$ cat src/hw/rtl/scc_pkg.sv
`default_nettype none
package scc_pkg;

  localparam int MAX_VERTICES = 64;
  localparam int MAX_EDGES    = 256;
  localparam int VW  = $clog2(MAX_VERTICES);
  localparam int CW  = $clog2(MAX_VERTICES + 1);
  localparam int EAW = $clog2(MAX_EDGES);
  localparam int ETW = $clog2(MAX_EDGES + 1);

  typedef struct packed {
    logic accept;
    logic clear_run;
    logic start_walk;
    logic walk_from_finish;
    logic rd_edge;
    logic found_step;
    logic skip_step;
    logic pop;
    logic pop_load;
    logic p1_skip;
    logic p1_to_p2;
    logic p2_read;
    logic flush;
  } scc_cmd_t;

  typedef struct packed {
    logic last_item;
    logic scan_more;
    logic found;
    logic out_free;
    logic i_done;
    logic i_visited;
    logic stack_last;
    logic fd_zero;
    logic cand_ok;
    logic rev;
  } scc_status_t;

endpackage
`default_nettype wire

$ cat src/hw/rtl/strongly_connected_components_top.sv
// strongly connected components of a directed graph
// s_axis carries one directed edge per item; s_axis_tlast marks the last
// item of a graph and starts the run. s_axis_tuser says the item holds an edge.
// edges load one per cycle while s_axis_tready is high; it drops for the run.
// the run is two depth-first passes over the edge memory: each scan step
// is a memory read, then a compare.
// m_axis gives one item per vertex (vertex_count clipped to 1..64, in all) in second-pass
// order, with component number; tuser holds component end and dropped flag,
// tlast marks the final item of the run.
// bad or overflowing edges are dropped and reported on every result.
// a stalled receiver holds the output register; the walk waits on it.
// cfg_wr_en/cfg_wr_data write vertex_count (reset 64); the user writes it only while idle (not enforced).
// synchronous reset empties the graph and clears the output.
`default_nettype none
module strongly_connected_components_top (
  input  wire         clk,
  input  wire         rst,
  input  wire         cfg_wr_en,
  input  wire  [6:0]  cfg_wr_data,
  input  wire         s_axis_tvalid,
  output logic        s_axis_tready,
  input  wire  [15:0] s_axis_tdata,   // edge_from[6:0], edge_to[13:7]
  input  wire         s_axis_tuser,   // edge_present
  input  wire         s_axis_tlast,   // last_edge
  output logic        m_axis_tvalid,
  input  wire         m_axis_tready,
  output logic [15:0] m_axis_tdata,   // vertex[6:0], component_number[12:7]
  output logic [1:0]  m_axis_tuser,   // component_end[0], edges_dropped[1]
  output logic        m_axis_tlast    // last_result
);
  import scc_pkg::*;

  scc_cmd_t    cmd;
  scc_status_t sts;

  scc_ctrl u_ctrl (
    .clk           (clk),
    .rst           (rst),
    .s_axis_tvalid (s_axis_tvalid),
    .s_axis_tready (s_axis_tready),
    .sts           (sts),
    .cmd           (cmd)
  );

  scc_datapath u_dp (
    .clk           (clk),
    .rst           (rst),
    .cfg_wr_en     (cfg_wr_en),
    .cfg_wr_data   (cfg_wr_data),
    .s_axis_tdata  (s_axis_tdata),
    .s_axis_tuser  (s_axis_tuser),
    .s_axis_tlast  (s_axis_tlast),
    .m_axis_tvalid (m_axis_tvalid),
    .m_axis_tready (m_axis_tready),
    .m_axis_tdata  (m_axis_tdata),
    .m_axis_tuser  (m_axis_tuser),
    .m_axis_tlast  (m_axis_tlast),
    .cmd           (cmd),
    .sts           (sts)
  );

endmodule
`default_nettype wire

$ cat src/hw/rtl/scc_ctrl.sv
`default_nettype none
module scc_ctrl (
  input  wire                 clk,
  input  wire                 rst,
  input  wire                 s_axis_tvalid,
  output logic                s_axis_tready,
  input  scc_pkg::scc_status_t sts,
  output scc_pkg::scc_cmd_t    cmd
);
  import scc_pkg::*;

  localparam logic [3:0] S_IDLE     = 4'd0;
  localparam logic [3:0] S_P1_NEXT  = 4'd1;
  localparam logic [3:0] S_SCAN_RD  = 4'd2;
  localparam logic [3:0] S_SCAN_CHK = 4'd3;
  localparam logic [3:0] S_POP      = 4'd4;
  localparam logic [3:0] S_POP_LD   = 4'd5;
  localparam logic [3:0] S_FLUSH    = 4'd6;
  localparam logic [3:0] S_P2_NEXT  = 4'd7;
  localparam logic [3:0] S_P2_CHK   = 4'd8;
  localparam logic [3:0] S_DONE     = 4'd9;

  logic [3:0] state, state_next;

  always_ff @(posedge clk) begin
    if (rst) begin
      state <= S_IDLE;
    end else begin
      state <= state_next;
    end
  end

  assign s_axis_tready = (state == S_IDLE);

  always_comb begin
    cmd = '0;
    state_next = state;
    unique case (state)
      S_IDLE: begin
        cmd.accept = s_axis_tvalid;
        if (s_axis_tvalid && sts.last_item) state_next = S_P1_NEXT;
      end
      S_P1_NEXT: begin
        if (sts.i_done) begin
          cmd.p1_to_p2 = 1'b1;
          state_next = S_P2_NEXT;
        end else if (sts.i_visited) begin
          cmd.p1_skip = 1'b1;
        end else begin
          cmd.start_walk = 1'b1;
          state_next = S_SCAN_RD;
        end
      end
      S_SCAN_RD: begin
        if (sts.scan_more) begin
          cmd.rd_edge = 1'b1;
          state_next = S_SCAN_CHK;
        end else begin
          state_next = S_POP;
        end
      end
      S_SCAN_CHK: begin
        if (sts.found) begin
          if (!(sts.rev && !sts.out_free)) begin
            cmd.found_step = 1'b1;
            state_next = S_SCAN_RD;
          end
        end else begin
          cmd.skip_step = 1'b1;
          state_next = S_SCAN_RD;
        end
      end
      S_POP: begin
        cmd.pop = 1'b1;
        if (sts.stack_last) state_next = sts.rev ? S_FLUSH : S_P1_NEXT;
        else state_next = S_POP_LD;
      end
      S_POP_LD: begin
        cmd.pop_load = 1'b1;
        state_next = S_SCAN_RD;
      end
      S_FLUSH: begin
        if (sts.out_free) begin
          cmd.flush = 1'b1;
          state_next = S_P2_NEXT;
        end
      end
      S_P2_NEXT: begin
        if (sts.fd_zero) begin
          state_next = S_DONE;
        end else begin
          cmd.p2_read = 1'b1;
          state_next = S_P2_CHK;
        end
      end
      S_P2_CHK: begin
        if (sts.cand_ok) begin
          cmd.start_walk = 1'b1;
          cmd.walk_from_finish = 1'b1;
          state_next = S_SCAN_RD;
        end else begin
          state_next = S_P2_NEXT;
        end
      end
      S_DONE: begin
        cmd.clear_run = 1'b1;
        state_next = S_IDLE;
      end
      default: state_next = S_IDLE;
    endcase
  end

endmodule
`default_nettype wire

$ cat src/hw/rtl/scc_datapath.sv
`default_nettype none
module scc_datapath (
  input  wire                  clk,
  input  wire                  rst,
  input  wire                  cfg_wr_en,
  input  wire  [6:0]           cfg_wr_data,
  input  wire  [15:0]          s_axis_tdata,
  input  wire                  s_axis_tuser,
  input  wire                  s_axis_tlast,
  output logic                 m_axis_tvalid,
  input  wire                  m_axis_tready,
  output logic [15:0]          m_axis_tdata,
  output logic [1:0]           m_axis_tuser,
  output logic                 m_axis_tlast,
  input  scc_pkg::scc_cmd_t    cmd,
  output scc_pkg::scc_status_t sts
);
  import scc_pkg::*;

  logic [CW-1:0]     vertex_count, n;
  logic [6:0]        in_from, in_to;
  logic              edge_ok;
  logic [2*VW-1:0]   edge_mem [MAX_EDGES];
  logic [2*VW-1:0]   edge_rd;
  logic [VW+ETW-1:0] stk_mem [MAX_VERTICES];
  logic [VW+ETW-1:0] stk_rd;
  logic [VW-1:0]     fin_mem [MAX_VERTICES];
  logic [VW-1:0]     fin_rd;
  logic [MAX_VERTICES-1:0] visited;
  logic [ETW-1:0]    edge_total, cur_p, cur_p_inc;
  logic              drop, rev;
  logic [CW-1:0]     i_cnt, sp, sp_dec, sp_dec2, fd, fd_dec, emit_cnt;
  logic [VW-1:0]     cur_v, pend_v, start_v;
  logic [VW-1:0]     comp;
  logic [VW-1:0]     e_src, e_dst, key, nbr;
  logic              found, bad_edge, push_ok;
  logic [6:0]        out_vertex;
  logic [VW-1:0]     out_comp;
  logic              out_end, out_last, out_drop;

  always_comb begin
    if (vertex_count == '0) n = CW'(1);
    else if (vertex_count > CW'(MAX_VERTICES)) n = CW'(MAX_VERTICES);
    else n = vertex_count;
  end

  assign in_from = s_axis_tdata[6:0];
  assign in_to   = s_axis_tdata[13:7];
  assign edge_ok = (in_from != 7'd0) && ({1'b0, in_from} <= {1'b0, n}) &&
                   (in_to != 7'd0) && ({1'b0, in_to} <= {1'b0, n}) &&
                   (edge_total < ETW'(MAX_EDGES));

  assign e_src    = edge_rd[2*VW-1:VW];
  assign e_dst    = edge_rd[VW-1:0];
  assign key      = rev ? e_dst : e_src;
  assign nbr      = rev ? e_src : e_dst;
  assign found    = (key == cur_v) && ({1'b0, nbr} < n) && !visited[nbr];
  assign bad_edge = ({1'b0, e_src} >= n) || ({1'b0, e_dst} >= n);
  assign push_ok  = (sp < CW'(MAX_VERTICES));
  assign cur_p_inc = cur_p + ETW'(1);
  assign sp_dec   = sp - CW'(1);
  assign sp_dec2  = sp - CW'(2);
  assign fd_dec   = fd - CW'(1);
  assign start_v  = cmd.walk_from_finish ? fin_rd : i_cnt[VW-1:0];

  // memories
  always_ff @(posedge clk) begin
    if (cmd.accept && s_axis_tuser && edge_ok) begin
      edge_mem[edge_total[EAW-1:0]] <= {VW'(in_from - 7'd1), VW'(in_to - 7'd1)};
    end
    if (cmd.rd_edge) edge_rd <= edge_mem[cur_p[EAW-1:0]];
    if (cmd.found_step && push_ok) stk_mem[sp_dec[VW-1:0]] <= {cur_v, cur_p_inc};
    if (cmd.pop) stk_rd <= stk_mem[sp_dec2[VW-1:0]];
    if (cmd.pop && !rev && (fd < CW'(MAX_VERTICES))) fin_mem[fd[VW-1:0]] <= cur_v;
    if (cmd.p2_read) fin_rd <= fin_mem[fd_dec[VW-1:0]];
  end

  always_ff @(posedge clk) begin
    if (rst) begin
      vertex_count  <= CW'(MAX_VERTICES);
      edge_total    <= '0;
      drop          <= 1'b0;
      rev           <= 1'b0;
      visited       <= '0;
      i_cnt         <= '0;
      sp            <= '0;
      fd            <= '0;
      comp          <= '0;
      emit_cnt      <= '0;
      m_axis_tvalid <= 1'b0;
    end else begin
      if (cfg_wr_en) vertex_count <= cfg_wr_data;
      if (cmd.flush || (cmd.found_step && rev)) m_axis_tvalid <= 1'b1;
      else if (m_axis_tready) m_axis_tvalid <= 1'b0;
      if (cmd.accept && s_axis_tuser) begin
        if (edge_ok) edge_total <= edge_total + ETW'(1);
        else drop <= 1'b1;
      end
      if (cmd.start_walk) begin
        visited[start_v] <= 1'b1;
        cur_v <= start_v;
        cur_p <= '0;
        sp    <= CW'(1);
        if (rev) pend_v <= start_v;
        if (!cmd.walk_from_finish) i_cnt <= i_cnt + CW'(1);
      end
      if (cmd.p1_skip) i_cnt <= i_cnt + CW'(1);
      if (cmd.found_step) begin
        visited[nbr] <= 1'b1;
        if (rev) begin
          out_vertex    <= {1'b0, pend_v} + 7'd1;
          out_comp      <= comp;
          out_end       <= 1'b0;
          out_last      <= 1'b0;
          out_drop      <= drop;
          emit_cnt      <= emit_cnt + CW'(1);
          pend_v        <= nbr;
        end
        if (push_ok) begin
          cur_v <= nbr;
          cur_p <= '0;
          sp    <= sp + CW'(1);
        end else begin
          cur_p <= cur_p_inc;
        end
      end
      if (cmd.skip_step) begin
        cur_p <= cur_p_inc;
        if (bad_edge) drop <= 1'b1;
      end
      if (cmd.pop) begin
        sp <= sp_dec;
        if (!rev && (fd < CW'(MAX_VERTICES))) fd <= fd + CW'(1);
      end
      if (cmd.pop_load) {cur_v, cur_p} <= stk_rd;
      if (cmd.p1_to_p2) begin
        rev     <= 1'b1;
        visited <= '0;
      end
      if (cmd.p2_read) fd <= fd_dec;
      if (cmd.flush) begin
        out_vertex    <= {1'b0, pend_v} + 7'd1;
        out_comp      <= comp;
        out_end       <= 1'b1;
        out_last      <= (emit_cnt == n - CW'(1));
        out_drop      <= drop;
        emit_cnt      <= emit_cnt + CW'(1);
        comp          <= comp + VW'(1);
      end
      if (cmd.clear_run) begin
        edge_total <= '0;
        drop       <= 1'b0;
        rev        <= 1'b0;
        visited    <= '0;
        i_cnt      <= '0;
        fd         <= '0;
        comp       <= '0;
        emit_cnt   <= '0;
      end
    end
  end

  assign m_axis_tdata = {3'b000, out_comp, out_vertex};
  assign m_axis_tuser = {out_drop, out_end};
  assign m_axis_tlast = out_last;

  always_comb begin
    sts.last_item  = s_axis_tlast;
    sts.scan_more  = (cur_p < edge_total);
    sts.found      = found;
    sts.out_free   = !m_axis_tvalid || m_axis_tready;
    sts.i_done     = (i_cnt >= n);
    sts.i_visited  = visited[i_cnt[VW-1:0]];
    sts.stack_last = (sp == CW'(1));
    sts.fd_zero    = (fd == '0);
    sts.cand_ok    = ({1'b0, fin_rd} < n) && !visited[fin_rd];
    sts.rev        = rev;
  end

endmodule
`default_nettype wire

$ cat config.mk
export PLATFORM = sky130hd
export DESIGN_NAME = strongly_connected_components_top
export DESIGN_NICKNAME = d
export VERILOG_FILES = /design/src/hw/rtl/scc_pkg.sv /design/src/hw/rtl/strongly_connected_components_top.sv /design/src/hw/rtl/scc_ctrl.sv /design/src/hw/rtl/scc_datapath.sv
export SDC_FILE = /design/constraint.sdc
export NUM_CORES = 2
export LEC_CHECK = 0
export BUFFER_PORTS_ARGS = -buffer_cell sky130_fd_sc_hd__buf_4
export CAP_MARGIN = 10
export CORE_MARGIN = 10
export CORE_UTILIZATION = 40
export CTS_CLUSTER_DIAMETER = 40
export DETAILED_ROUTE_END_ITERATION = 10
export HOLD_SLACK_MARGIN = 0.12
export PLACE_DENSITY = 0.59
export SLEW_MARGIN = 40
export SYNTH_ARGS = -nofsm -noshare
export SYNTH_HDL_FRONTEND = slang
export SYNTH_MEMORY_MAX_BITS = 65536
export SYNTH_SLANG_ARGS = --single-unit
$ cat constraint.sdc
create_clock -name clk -period 34.2 [get_ports clk]
set_clock_uncertainty 0.15 [all_clocks]
set_input_delay 0 -clock clk [delete_from_list [all_inputs] [get_ports clk]]
set_output_delay 0 -clock clk [all_outputs]
set_load 0.1 [all_outputs]
* After elaboration in Yosys (flattened, before gate mapping)
Memory sizes are Yosys's and may differ from the RTL's. A register that Yosys moved wholly into a read port is not among the register bits.
Cells that the tools add are included.
** Operators by class
- $lt $le $gt $ge :: 18
- Multiply operators :: 0
- Eq/ne operators :: 17
- Reduce and logical (&&, ||, !) cells :: 47
- Div/mod/pow operators :: 0
- Shifts and indexed selects :: 0
- Bitwise gates (word level) :: 3
- Multiplexer cells :: 103
- Add/subtract/negate cells :: 14
** Operators by type and width (number)
- $mux W64 :: 3
- $or A64 B64 Y64 :: 2
- $mux W7 :: 18
- $mux W6 :: 14
- $mux W9 :: 5
- $mux W1 :: 43
- $pmux W4 S9 :: 1
- $add A7 B1 Y7 const B :: 4
- $lt A6 B7 Y1 const B :: 4
- $mux W4 :: 7
- $sub A7 B1 Y7 const B :: 3
- $add A9 B1 Y9 const B :: 2
- $bmux W1 S6 :: 3
- $logic_and A1 B1 Y1 :: 18
- $eq A4 B3 Y1 const B :: 4
- $ge A6 B7 Y1 :: 2
- $le A7 B7 Y1 :: 2
- $logic_not A7 Y1 :: 2
- $lt A6 B7 Y1 :: 2
- $lt A7 B7 Y1 const B :: 2
- $reduce_bool A7 Y1 :: 2
- $demux W1 S6 :: 2
- $ge A6 B1 Y1 const B :: 2
- $reduce_bool A2 Y1 :: 6
- 30 further kinds :: 49
** Storage, ports and cells
- RAM bits :: 4416
- Register bits after elaboration :: 158
- Bits of input ports :: 30
- Memories :: 3
- Memory bits (read-only) :: 0
- Output and inout bits :: 21
- Logic and storage cells :: 225
- Latch bits :: 0
** Memory list
- u_dp.edge_mem :: words 256, bits a word 12, read ports 1, clocked after memory_dff 1, wr ports 1, RTL line scc_datapath.sv:23 : logic [2*VW-1:0] edge_mem [MAX_EDGES];
- u_dp.stk_mem :: words 64, bits a word 15, read ports 1, clocked after memory_dff 1, wr ports 1, RTL line scc_datapath.sv:25 : logic [VW+ETW-1:0] stk_mem [MAX_VERTICES];
- u_dp.fin_mem :: words 64, bits a word 6, read ports 1, clocked after memory_dff 1, wr ports 1, RTL line scc_datapath.sv:27 : logic [VW-1:0] fin_mem [MAX_VERTICES];

* Logic depth before layout (Yosys ltp)
- Word-level depth :: 17
- Gate-level depth with buffers :: 16
- Mapped depth without buffers :: 12

* Modules after synthesis
From an unflattened synthesis, not the netlist that was laid out.
** Second synthesis, totals
- Cells, all modules :: 9155
- Area total of the unflattened synthesis :: 184237.9 um^2
** By module, submodules not included
- scc_datapath :: times used 1, area an instance 183752.5 um^2, cells each 9086, sequential area each 137051.4 um^2
- scc_ctrl :: times used 1, area an instance 485.5 um^2, cells each 69, sequential area each 80.1 um^2

* Least setup slack after synthesis
OpenSTA, ideal clock, no wires.
- Kind :: input to register
- Start point :: input s_axis_tdata[0]
- End point :: memory u_dp.edge_mem[0][10] in the netlist's numbering (data pin)
- Path buffers :: 0
- Setup slack :: 21719 ps
- Data arrival time :: 10673 ps
- Stages :: 4
- Required time :: 32392 ps
- Library setup time :: 1658 ps
- Cell sequence :: inv_1 -> ha_1 -> nand2_1 -> xnor2_1
** On the way
- Word-level cells in the longest chain between the ends :: 1
** RTL lines
- start, declared :: RTL line strongly_connected_components_top.sv:22 : input wire [15:0] s_axis_tdata,
- $sub A6 B1 Y6 :: RTL line scc_datapath.sv:69 : edge_mem[edge_total[EAW-1:0]] <= {VW'(in_from - 7'd1), VW'(in_to - 7'd1)};
- end, declared :: RTL line scc_datapath.sv:23
Every way passes these cells.

* Final worst setup path
- Start point :: register u_dp.cur_p[0]
- End point :: register u_dp.edge_rd[9] (read register of u_dp.edge_mem) (data pin)
** On the way
- Word-level cells in the longest chain between the ends :: 3
** RTL lines
- start, declared :: RTL line scc_datapath.sv:30 : logic [ETW-1:0] edge_total, cur_p, cur_p_inc;
- start signal, assigned :: RTL line scc_datapath.sv:124 : cur_p <= cur_p_inc;
- start signal, assigned :: RTL line scc_datapath.sv:128 : cur_p <= cur_p_inc;
- start signal, assigned :: RTL line scc_datapath.sv:135 : if (cmd.pop_load) {cur_v, cur_p} <= stk_rd;
- $lt A9 B9 Y1 :: RTL line scc_datapath.sv:169 : sts.scan_more = (cur_p < edge_total);
- $mux W1 :: RTL line scc_ctrl.sv:55 : if (sts.scan_more) begin
- $mux W1 :: RTL line scc_ctrl.sv:38 : unique case (state)
- end, declared :: RTL line scc_datapath.sv:24 : logic [2*VW-1:0] edge_rd;
Several ways; a longest one is shown, not always the timed one.
A chain may end at the register's enable or synchronous reset.

==> results.toml <==
[worst_setup_path]
start_kind = "flip-flop"
r2r_cells = 11
worst-endpoint-required_ps = 34720
cp_data_arrival_time_ps = 7230
worst_r2r_endpoint = "u_dp.edge_rd[9]"
crit_fanout = 86
path_class = "reg2reg"
reg2reg_slack_ps = 27490
endpoint_kind = "flip-flop"
crit_start = "u_dp.cur_p[0]"
r2r-start = "u_dp.cur_p[0]"

[sta]
min_period_ps = 6710
fmax_mhz = 149
setup_viol = 0
rsz0062_at_grt = "no"
tns_ps = 0
relSlewSlack_pct = 33.7
worst_pin_slew_ps = 994
min_period_over_period_pct = 19.6
setup_ws_ps = 27490
slew_violations = 0
hold_viol = 0

[synthesis]
ys_ff_latch = 4607
yosysSeqAreaShare_pct = 75.3
synth_ff_type = "edfxtp_1"
netlist_instances = 8210
async_flop_share_pct = 0
yosysUniqueCellTypes = 81
synthesis.area_mm2 = 0.182
syn_avg_cell_area_um2 = 22.2
ys_warn_count = 0
synth_edf_count = 4486

[global_routing]
antenna_found_initial = 28
grt_pass1_wl_um = 653000
use_met1_pct = 26.0
grtUsageMet3_pct = 3.94
grt-ovfl-total = 0
busiest_layer = "met2"
grt_pass1_vias = 90300
met2_usage_pct = 28.8
grt_max_degree = 193
grt.total_usage_pct = 18.3

[clock_network]
insertion_delay_ps = 1070
cts.sinks = 4607
htreeDepth = 6
cts_made_buffers = 564
tritoncts = "done"
root_buffer = "clkbuf_16"
cts_max_path_buffers = 4
clk_pin_slew_worst_paths_ps = 60

[die]
die_area_mm2 = 0.482
die_h_um = 695
core-area_mm2 = 0.453
io_pins = 51
rows = 247
start_util_pct = 40.2
fp.dieW_um = 695

[finish]
seq_area_mm2 = 0.137
final_area_mm2 = 0.213
area_growth_pct = 16.9
fillCellCount = 36700
utilization_pct = 47.0
multi_input_area_mm2 = 0.0443
drive_above_1_share_pct = 32.9
layout.nets = 8902

[placed_design]
port_buffers = 45
dp_hpwl_um = 263000
pre_cts_ws_ps = 27470
gp_congestion = 0.865
dpl_cell_area_mm2 = 0.193

[drt]
ant_nets = 0
wl_um = 452000
drt-pass1-iter-count = 6
drt-initial-drc-count = 9731
avgViaCountPerCell = 5.77
route.detailed.drc = 0
vias = 88100
detail_route.wl_per_cell_um = 29.6

[run]
drv_cap = 0

[power_and_ir_drop]
leakage_uw = 0.0656
power.total_uw = 12900
peakVddDrop_uv = 50.5
p_per_area_mw_per_mm2 = 60.8

[hold_path]
hp-start = "s_axis_tdata[3]"
hold_path_depth = 6
hold_end = "u_dp.edge_mem[190][10]"
min_path_type = "in2reg"

[status]
status = "finished clean"
==> worst max path at each step <==
stage	endpoint	slack, ps	cells past startpoint
6_report	u_dp.edge_rd[9]	27490	11
5_1_grt	u_dp.edge_rd[2]	27090	11
4_1_cts	u_dp.edge_rd[9]	27370	10
3_5_place_dp	u_dp.edge_rd[9]	27470	10
3_3_place_gp	u_dp.edge_rd[11]	26930	9
2_1_floorplan	u_dp.edge_mem[0][10]	21720	4
==> cell families after synthesis <==
| kind of cell | share of synthesized area [%] |
|---|---|
| DFF | 75.3 |
| muxes | 18.7 |
| and+or+nand+nor | 2.58 |
| buffers and inverters | 1.14 |
| AOI/OAI and AO/OA | 1.40 |
| adders and majority gates | 0.509 |
| xor gates and xnor gates | 0.313 |
| other | 0.00206 |
==> registers in the layout, indices dropped and copies added (netlist names), 9 cells and up <==
name             flops
u_dp.visited        64
u_dp.edge_total      9
u_dp.edge_mem     3072
u_dp.stk_mem       960
u_dp.fin_mem       384
u_dp.cur_p           9
u_dp.edge_rd        12
u_dp.stk_rd         15
==> critical path: stages, from the launching register on <==
cell      delay [ps]
edfxtp_1         340
buf_6            460
buf_4            490
buf_12           280
buf_12           230
buf_16           410
buf_12           620
buf_6            630
mux4_2           630
mux4_2           590
mux4_2           590
mux4_2           620
==> repair_timing <==
action	4_1_cts	5_1_grt
setup buffers	0	0
endpoints found under the hold margin	2406	12
hold buffers	74	1
gates resized for setup	0	0
==> layer usage <==
metal | wire [um] | part of all wire (%)
met5 | 98 | 0.022
met4 | 13000 | 2.9
met3 | 33700 | 7.5
met2 | 215000 | 48
met1 | 190000 | 42
==> metrics by stage <==
step | instances | hold slack (ps)
after global placement | 14100 | 181
after detailed placement | 14100 | 193
final | 15300 | 188
after CTS | 15200 | 165
after floorplan | 8212 | -19.6
after global routing | 15200 | 149
==> cells in the mapped netlist (all sizes together), types with 8 or more instances <==
library cell | count | area share (%)
o22ai | 11 | 0.038
ha | 74 | 0.51
nor2b | 36 | 0.12
dfxtp | 121 | 1.3
mux4 | 1484 | 18
a2bb2oi | 8 | 0.038
nand2b | 22 | 0.076
o21a | 13 | 0.054
a22o | 11 | 0.053
buf | 151 | 0.34
a31oi | 31 | 0.11
nor3b | 21 | 0.087
o221ai | 24 | 0.14
o21ai | 69 | 0.19
nor2 | 343 | 0.71
edfxtp | 4486 | 74
o211ai | 11 | 0.045
nand3 | 71 | 0.20
a21o | 16 | 0.066
nor3 | 176 | 0.48
inv | 50 | 0.10
a22oi | 29 | 0.12
nor4 | 38 | 0.14
and2 | 8 | 0.027
clkbuf | 337 | 0.69
a211oi | 20 | 0.082
xnor2 | 38 | 0.18
nand2 | 214 | 0.44
xor2 | 27 | 0.13
mux2i | 62 | 0.34
o31ai | 10 | 0.041
nand4 | 35 | 0.12
a21oi | 65 | 0.18
==> power breakdown <==
group | switching [uW] | internal [uW]
Clock | 2390 | 3550
Sequential | 9.35 | 6270
Combinational | 459 | 261
==> layout make-up <==
class                   instances  share of cell area [%]
inverters                      52                   0.112
flip-flops and latches       4607                    64.4
multi-input cells            3065                    20.8
clock inverters               381                    1.93
clock buffers                 649                    6.93
well taps                    5976                    3.51
diodes                         14                  0.0165
repair buffers                508                    2.25
==> cells in the final DEF, fill, tap and decap left out, drive strengths merged, types with 14 or more instances in the layout <==
cell type,instances
a211oi,20
a21o,16
a21oi,65
a22oi,29
a31oi,31
buf,430
bufinv,54
clkbuf,652
clkinv,204
clkinvlp,52
dfxtp,121
diode,14
dlygate4sd3,75
edfxtp,4486
ha,74
inv,123
mux2i,62
mux4,1484
nand2,214
nand2b,22
nand3,71
nand4,35
nor2,343
nor2b,36
nor3,176
nor3b,21
nor4,38
o21ai,69
o221ai,24
xnor2,38
xor2,27
(Power assumes the default switching activity.)
